## config.mk

```make
export PLATFORM = sky130hd
export DESIGN_NAME = ncia_ram
export DESIGN_NICKNAME = d
export VERILOG_FILES = /design/src/ncia_ram.sv
export SDC_FILE = /design/constraint.sdc
export NUM_CORES = 1
export LEC_CHECK = 0
export ABC_CLOCK_PERIOD_IN_PS = 1650
export CORE_MARGIN = 4
export CORE_UTILIZATION = 65
export CTS_BUF_LIST = sky130_fd_sc_hd__clkbuf_8
export DETAILED_ROUTE_END_ITERATION = 10
export DONT_BUFFER_PORTS = 1
export PLACE_DENSITY = 0.81
export SLEW_MARGIN = 20
export SYNTH_ARGS = -nofsm -noshare
export SYNTH_HDL_FRONTEND = slang
export SYNTH_SLANG_ARGS = --single-unit
export TNS_END_PERCENT = 1
```

## constraint.sdc

```tcl
create_clock -name clk -period 1.65 [get_ports clk]
set_input_delay 0 -clock clk [delete_from_list [all_inputs] [get_ports clk]]
set_output_delay 0 -clock clk [all_outputs]
set_load 0.05 [all_outputs]
```

## src/ncia_ram.sv

```systemverilog
// Generic single write port, single read port RAM with registered read data.
module ncia_ram #(
    parameter int WIDTH = 8,
    parameter int DEPTH = 16,
    parameter int ADDR_W = (DEPTH > 1) ? $clog2(DEPTH) : 1
) (
    input  logic              clk,
    input  logic              we,
    input  logic [ADDR_W-1:0] waddr,
    input  logic [WIDTH-1:0]  wdata,
    input  logic              re,
    input  logic [ADDR_W-1:0] raddr,
    output logic [WIDTH-1:0]  rdata
);

    logic [WIDTH-1:0] mem [DEPTH];

    always_ff @(posedge clk)
    begin
        if (we)
        begin
            mem[waddr] <= wdata;
        end
        if (re)
        begin
            rdata <= mem[raddr];
        end
    end

endmodule

```

==> impl_metrics.yaml, run 1 <==
timing:
  fin_skew_ns: 0.00738
  finalHoldViolations: 0
  worst_pin_slew_ns: 0.588
  finalCriticalPeriod_ns: 1.55
  fin_crit_sh_pct: 94.0
  setup_viol_count_final: 0
  drv_slew: 0
  rsz0062_at_grt: "no"
  fin_setup_tns_ns: 0
  maxSlewHeadroom_pct: 60.7
  fmax_mhz: 645
setup_path:
  crit_path_end_kind: "flop"
  crit_path_start_kind: "flop"
  cp_cell_sequence: "mux4_2, a22oi_1, nand2_1"
  path_max_fanout: 1
  ff2ff_path_depth: 3
  arrival_ns: 1.70
  crit_slowest_cell: "mux4_2"
  crit_cells: 3
  path_class: "reg -> reg"
  cpLargestDelayFamily: "multiplexers"
  crit_buf_inv: 0
  critical_path_required_ns: 1.80
  cp_slowest_stage_delay_ns: 0.48
layout:
  antenna_cells: 0
  drive_gt1_share_pct: 23.8
  finalNetCount: 290
  multi_input_area_sq_um: 1060
  seq_area_sq_um: 4080
  fin_area_sq_um: 5930
  fillers: 416
  syn_to_final_growth_pct: 13.5
logic_synthesis:
  ys_warn_count: 0
  syn_area_sq_um: 5230
  syn_nets: 248
  ys_seq_elements: 136
  synth.area.top_cells: "edfxtp_1 78%, mux4_2 7.8%, mux4_1 7.0%"
  synth_cell_types: 18
  syn_avg_cell_area_sq_um: 22.8
  synth_cells: 229
  yosys.area.top_type: "edfxtp_1"
  seq_area_frac_synth_pct: 78.1
  synth.top_cell.area_share_pct: 78.1
global_routing:
  grt_pass1_vias: 2544
  track_usage_pct: 22.3
  top_usage_layer: "met2"
  grt_pass1_wl_microns: 15000
  grt_overflow: 0
  grt_start_max_net_pins: 27
  grt_antenna_before_repair: 0
  gr-usage-met2_pct: 33.3
  met1_usage_pct: 32.3
  grtUsageMet3_pct: 6.53
clock_network:
  clk_latency_ns: 0.42
  path_clk_slew_ns: 0.07
  cts_made_buffers: 17
  cts_tree: "done"
  clock-sinks: 136
  cts_buffer_depth: 2
  clock-root-buffer: "clkbuf_8"
  htreeDepth: 4
  postCtsSetupBuffers: 0
placed_design:
  dp_hpwl_microns: 5670
  io_buffers: 0
  gp_congestion: 0.763
  dpl-instance-area_sq_um: 5400
floorplanning:
  dieArea_sq_um: 9540
  rows: 32
  chipWidth_microns: 97.7
  die_h_microns: 97.7
  start_util_pct: 67.3
  pin_count: 27
  core_area_sq_um: 7770
pwr:
  clockPowerShare_pct: 37.0
  ir_worst_vdd_uv: 603
  powerDensity_nw_per_um2: 1150
  seqPwrFrac_pct: 58.5
  swShare_pct: 21.2
  p_leak_uw: 0.00197
  p_int_uw: 5350
  combPwrFrac_pct: 4.5
  p_sw_uw: 1440
hold_path:
  whs_path_depth: 3
  worst_hold_path_type: "in -> reg"
outcome:
  status: "finished, final reports clean"
routing:
  wire_per_inst_microns: 25.2
  drtPass1Iterations: 5
  post-route-drc-count: 0
  drt_iter0_drc: 246
  antenna_left: 0
  vias: 2449
  via_per_inst: 6.38
  wirelength_microns: 9700
run:
  maxCapViolCount: 0
-- state kept, by name (all words and copies together), names as in the netlist --
name and cells:
mem 128, rdata 8
-- layout make-up --
type / instances / share of cell area (%)
sequential: 136 / 68.8
multi-input combinational: 83 / 17.8
clock inverter: 13 / 2.21
clock buffer: 17 / 3.94
timing repair buffer: 33 / 5.02
tap: 102 / 2.15
-- layout by cell type, fill, tap and decap left out, drive strengths merged --
cell type	n
nor3	4
a22oi	16
clkbuf	17
and2b	1
and2	1
bufinv	2
nand2	9
nor2	13
mux4	32
nand2b	2
buf	19
dlymetal6s4s	1
nor2b	1
or3b	1
dlygate4sd3	13
clkinv	8
clkinvlp	1
edfxtp	136
nand3b	2
nand3	1
inv	2
-- per-layer routing --
layer  routed length (microns)  part of all wire [%]  vias to the layer above
met5                         0                     0                        -
met4                        80                  0.83                        0
met3                       881                   9.1                        7
met2                      4870                    50                      131
met1                      3860                    40                     1250
li1                          -                     -                     1061
-- path summary, 6_finish.rpt --
kind / start / end / slack (ns)
worst max-delay path: mem[3][6]$_DFFE_PP_ / rdata[6]$_DFFE_PP_ / 0.1
worst min-delay path: raddr[1] / rdata[1]$_DFFE_PP_ / 0.03
worst max register to register: mem[3][6]$_DFFE_PP_ / rdata[6]$_DFFE_PP_ / 0.1
worst min register to register: mem[12][5]$_DFFE_PP_ / rdata[5]$_DFFE_PP_ / 0.75
-- worst min-delay path: cells and delay by family --
family / cells / cell delay, ns
compound gates: 1 / 0.09
mux: 1 / 0.18
simple gates: 1 / 0.07
-- through the flow --
stage          utilization, %  cells  setup slack, ns  hold slack (ns)  total power, uW
2_1_floorplan               -    229            0.157           0.0989             4240
3_3_place_gp             69.6    339            0.201           0.0996             4250
3_5_place_dp             69.6    339            0.149           0.0996             4260
4_1_cts                  76.3    384           0.0614         0.000989             6850
5_1_grt                  76.4    384          0.00963           0.0110             7070
6_report                 76.4    384           0.0987           0.0256             6800
-- power groups by stage --
stage          clock (uW)  combinational (uW)  sequential, uW
3_5_place_dp            0                 211            4050
2_1_floorplan           0                 196            4040
6_report             2520                 306            3970
5_1_grt              2760                 329            3980
4_1_cts              2560                 308            3970
3_3_place_gp            0                 207            4050
-- cell usage after synthesis, drive strengths merged --
cell type,count
and2,1
nor3,4
mux4,32
nand3b,2
nor2,13
and2b,1
nand2b,2
edfxtp,136
nand2,9
or3b,1
nand3,1
a22oi,16
clkdlybuf4s25,3
buf,7
nor2b,1
-- cell families (layout without fill, tap and decap cells) --
logic type	Yosys count	in the layout	share of synthesized area [%]
simple gates	35	35	3.14
compound gates	16	16	2.30
flops	136	136	78.1
mux	32	32	14.8
buf+inv	10	63	1.65
-- timing repair --
action	in CTS	in global routing
endpoints found under the setup margin	0	1
hold buffers	15	0
hold endpoints to repair	176	0
gates resized for setup	0	1
No activity file was read; power rests on OpenSTA's default activity.
==> run 2: changes to the inputs <==
- RECOVER_POWER: default -> 25
==> run 2 against run 1 <==
  * First-iteration DRC count is 5.3% lower
  * Sequential share of layout area rose by 0.39 points
  * Clock skew is 0.0017 ns higher
  * Utilization down 0.43 points
  * Critical endpoint unchanged
==> impl_metrics.yaml, run 2 (synthesis gave the netlist of run 1 again) <==
layout:
  largest_register_ffs: 128
  drive_gt1_share_pct: 20.6
  multi_input_area_sq_um: 1060
  fillers: 424
  largest_register: "mem"
  top_regs: "mem (128), rdata (8)"
  syn_to_final_growth_pct: 12.8
  seq_area_sq_um: 4080
  finalNetCount: 290
  final_cell_mix: "136 x edfxtp_1, 18 x mux4_2, 17 x clkbuf_8"
  antenna_cells: 0
  layout_commonest_cell: "edfxtp_1"
setup_path:
  crit_path_end_kind: "flop"
  reg2reg_slack_ns: 0.11
  arrival_ns: 1.70
  path_max_fanout: 1
  crit_path_start_kind: "flop"
  cp_slowest_stage_delay_ns: 0.48
  worstReg2RegEnd: "rdata[6]$_DFFE_PP_"
  critical_path_required_ns: 1.80
  ff2ff_path_depth: 3
  crit_slowest_cell: "mux4_2"
  regToRegStartpoint: "mem[3][6]$_DFFE_PP_"
  path_class: "reg -> reg"
  cp_cell_sequence: "mux4_2, a22oi_1, nand2_1"
global_routing:
  grt_start_max_net_pins: 27
  track_usage_pct: 22.3
  grt_pass1_vias: 2544
  grt_overflow: 0
  grt_pass1_wl_microns: 15000
  grt_antenna_before_repair: 0
clock_network:
  clock-sinks: 136
  path_clk_slew_ns: 0.07
  cts_tree: "done"
  clk_latency_ns: 0.42
  cts_buffer_depth: 2
  clock-root-buffer: "clkbuf_8"
  cts_made_buffers: 17
  postCtsSetupBuffers: 0
  htreeDepth: 4
routing:
  wire_per_inst_microns: 25.2
  antenna_left: 0
  drt_iter0_drc: 233
  vias: 2452
  via_per_inst: 6.39
  drtPass1Iterations: 5
  post-route-drc-count: 0
  wirelength_microns: 9680
timing:
  finalCriticalPeriod_ns: 1.54
  worst_pin_slew_ns: 0.638
  layout_setup_ws_ns: 0.106
  fmax_mhz: 648
  fin_setup_tns_ns: 0
  fin_skew_ns: 0.00904
  setup_viol_count_final: 0
  fin_crit_sh_pct: 93.6
  drv_slew: 0
  maxSlewHeadroom_pct: 57.5
  rsz0062_at_grt: "no"
  finalHoldViolations: 0
floorplanning:
  pin_count: 27
  start_util_pct: 67.3
  core_area_sq_um: 7770
  rows: 32
  dieArea_sq_um: 9540
  chipWidth_microns: 97.7
  die_h_microns: 97.7
placed_design:
  gp_congestion: 0.763
  place_ws_ns: 0.149
  io_buffers: 0
  dp_hpwl_microns: 5670
hold_path:
  whs_path_depth: 3
  whs_endpoint: "rdata[1]$_DFFE_PP_"
  worstHoldStart: "raddr[1]"
  worst_hold_path_type: "in -> reg"
pwr:
  powerDensity_nw_per_um2: 1150
  ir_worst_vdd_uv: 602
  power_uw: 6800
  p_leak_uw: 0.00193
outcome:
  status: "finished, final reports clean"
run:
  maxCapViolCount: 0
## run 2: worst max-delay path by stage
| stage | from | endpoint | slack (ns) | depth (start not counted) |
|---|---|---|---|---|
| detailed placement | mem[0][2]$_DFFE_PP_ | rdata[2]$_DFFE_PP_ | 0.15 | 3 |
| finish | mem[3][6]$_DFFE_PP_ | rdata[6]$_DFFE_PP_ | 0.11 | 3 |
| global placement | mem[3][6]$_DFFE_PP_ | rdata[6]$_DFFE_PP_ | 0.20 | 3 |
| CTS | raddr[0] | rdata[3]$_DFFE_PP_ | 0.06 | 4 |
| global route | mem[3][6]$_DFFE_PP_ | rdata[6]$_DFFE_PP_ | 0.01 | 3 |
| floorplan | waddr[2] | mem[0][0]$_DFFE_PP_ | 0.16 | 2 |
## run 2: per-stage QoR
| stage | hold WS [ns] | utilization [%] | instances | cell area [sq um] |
|---|---|---|---|---|
| after CTS | 0.000989 | 76.3 | 384 | 5930 |
| final | 0.0239 | 75.9 | 384 | 5900 |
| after floorplan | 0.0989 | - | 229 | 5230 |
| after detailed placement | 0.0996 | 69.6 | 339 | 5400 |
| after global routing | 0.0110 | 75.9 | 384 | 5900 |
| after global placement | 0.0996 | 69.6 | 339 | 5400 |
## run 2: layout make-up
cell class	instances	area share, %
clock buffer	17	3.97
clock inverter	13	2.23
multi-input combinational	83	17.9
sequential	136	69.2
tap	102	2.16
timing repair buffer	33	4.48
## run 2: repair_timing
item,CTS,global route
hold endpoints to repair,176,0
endpoints found under the setup margin,0,1
gates resized for setup,0,1
hold buffers,15,0
## run 2: worst max-delay path, delay by kind of cell, from the launching register on
kind / cells / cell delay (ns)
muxes: 1 / 0.48
DFF: 1 / 0.38
and+or+nand+nor: 1 / 0.15
AOI/OAI and AO/OA: 1 / 0.27
## run 2: power breakdown
group	internal, uW	switching (uW)	total (uW)
sequential	3890	82.6	3970
combinational	143	160	303
clock	1320	1200	2520
## run 2: per-layer routing
layer  track usage (%)  vias to the layer above  wire length (microns)
met5                 0                        -                      0
met4              7.35                        0                     76
met3              6.53                        7                    777
met2              33.3                      128                   4890
met1              32.3                     1257                   3930
li1                  -                     1060                      -
==> run 3: changes to the inputs <==
- CORE_MARGIN: 4 -> default
==> run 3 against run 2 <==
  * Via count grew 2.0%
  * Clock power grew 6%
  * Die area shrank 12%
  * Sequential share of layout area shrank 0.32 points
  * Utilization grew 0.35 points
  * Power grew 2.3%
  * Critical path type unchanged
  * Highest routed layer unchanged
==> impl_metrics.yaml, run 3 (synthesis gave the netlist of run 1 again) <==
outcome:
  status: "finished, final reports clean"
setup_path:
  crit_slowest_cell: "mux4_1"
  crit_path_start_kind: "flop"
  critical_path_required_ns: 1.82
  path_max_fanout: 1
  cpLargestDelayFamily: "multiplexers"
  path_class: "reg -> reg"
  arrival_ns: 1.71
  crit_path_end_kind: "flop"
  cp_cell_sequence: "mux4_1, a22oi_1, nand2_1"
  crit_buf_inv: 0
  cp_slowest_stage_delay_ns: 0.52
layout:
  antenna_cells: 0
  drive_gt1_share_pct: 20.4
  largest_register: "mem"
  fin_area_sq_um: 5930
  syn_to_final_growth_pct: 13.4
  finalNetCount: 290
  layout_commonest_cell: "edfxtp_1"
  final_cell_mix: "136 x edfxtp_1, 18 x mux4_2, 17 x clkbuf_8"
  layout.cells.non_filler: 386
  top_regs: "mem (128), rdata (8)"
  largest_register_ffs: 128
routing:
  antenna_left: 0
  via_per_inst: 6.48
  post-route-drc-count: 0
  vias: 2500
  wire_per_inst_microns: 25.7
  drtPass1Iterations: 4
  wirelength_microns: 9910
  drt_iter0_drc: 231
placed_design:
  dp_hpwl_microns: 5750
  gp_congestion: 0.705
  dp.cells: 339
  io_buffers: 0
  dpl-instance-area_sq_um: 5400
timing:
  finalHoldViolations: 0
  drv_slew: 0
  worst_pin_slew_ns: 0.646
  rsz0062_at_grt: "no"
  hold_ws_ns: 0.0283
  fmax_mhz: 649
  fin_skew_ns: 0.00727
  finalCriticalPeriod_ns: 1.54
  fin_setup_tns_ns: 0
  maxSlewHeadroom_pct: 56.9
  setup_viol_count_final: 0
  fin_crit_sh_pct: 93.4
hold_path:
  worst_hold_path_type: "in -> reg"
floorplanning:
  pin_count: 27
  die_h_microns: 91.7
  dieArea_sq_um: 8410
  core_area_sq_um: 7770
  start_util_pct: 67.3
  chipWidth_microns: 91.7
  rows: 32
pwr:
  swShare_pct: 20.8
  clockPowerShare_pct: 38.4
  ir_worst_vdd_uv: 844
  combPwrFrac_pct: 4.4
  p_sw_uw: 1440
  powerDensity_nw_per_um2: 1170
  p_leak_uw: 0.00194
  seqPwrFrac_pct: 57.2
  p_int_uw: 5510
clock_network:
  clock-sinks: 136
  path_clk_slew_ns: 0.07
  htreeDepth: 4
  cts_tree: "done"
  clk_latency_ns: 0.41
  cts_resized: 0
  cts_buffer_depth: 2
  clock-root-buffer: "clkbuf_8"
  cts_made_buffers: 17
global_routing:
  met1_usage_pct: 36.1
  grt_pass1_vias: 2496
  top_usage_layer: "met2"
  grt_start_max_net_pins: 29
  grtUsageMet3_pct: 7.88
  gr-usage-met2_pct: 40.7
  track_usage_pct: 26.2
  grt_overflow: 0
  grt_pass1_wl_microns: 14700
  grt_antenna_before_repair: 0
run:
  maxCapViolCount: 0
run 3: cell types whose count changed in the layout (fill, tap and decap cells not counted), sizes merged:
cell / change
clkinvlp: +2
dlymetal6s4s: -1
dlygate4sd3: +1
bufinv: +1
clkinv: -2
inv: +1
run 3: final timing paths:
kind	startpoint	end	slack, ns	depth (start not counted)
min reg2reg	mem[14][7]$_DFFE_PP_	rdata[7]$_DFFE_PP_	0.76	3
min	raddr[1]	rdata[7]$_DFFE_PP_	0.03	3
max	mem[1][3]$_DFFE_PP_	rdata[3]$_DFFE_PP_	0.11	3
max reg2reg	mem[1][3]$_DFFE_PP_	rdata[3]$_DFFE_PP_	0.11	3
run 3: what timing repair did:
action	4_1_cts	5_1_grt
hold endpoints to repair	176	0
buffers inserted	0	0
hold buffers	15	0
run 3: routing by layer:
layer  routed length (microns)  vias to the layer above
met4                       116                        0
met1                      3930                     1291
met2                      5100                      134
li1                          -                     1068
met3                       761                        7
met5                         0                        -
run 3: layout make-up:
cell class                      instances  area, sq um
Multi-Input combinational cell         83         1060
Tap cell                              102          128
Timing Repair Buffer                   33          262
Fill cell                             451         1840
Clock inverter                         15          161
Clock buffer                           17          234
Sequential cell                       136         4080
run 3: worst reg2reg max path, cell delays in order, from the launching register on:
cell,delay (ns)
edfxtp_1,0.38
mux4_1,0.52
a22oi_1,0.31
nand2_1,0.08
run 3: power groups by stage:
stage	registers [uW]	logic (uW)	clock network [uW]
floorplan	4040	196	0
CTS	3980	305	2700
global route	3980	322	2840
global placement	4050	206	0
detailed placement	4050	210	0
finish	3980	303	2670
run 3: stage by stage:
stage / util (%) / total power [uW] / setup slack [ns]
global placement: 69.6 / 4250 / 0.151
CTS: 76.7 / 6990 / 0.104
finish: 76.3 / 6950 / 0.109
floorplan: - / 4240 / 0.157
detailed placement: 69.6 / 4260 / 0.0689
global route: 76.3 / 7140 / 0.0600
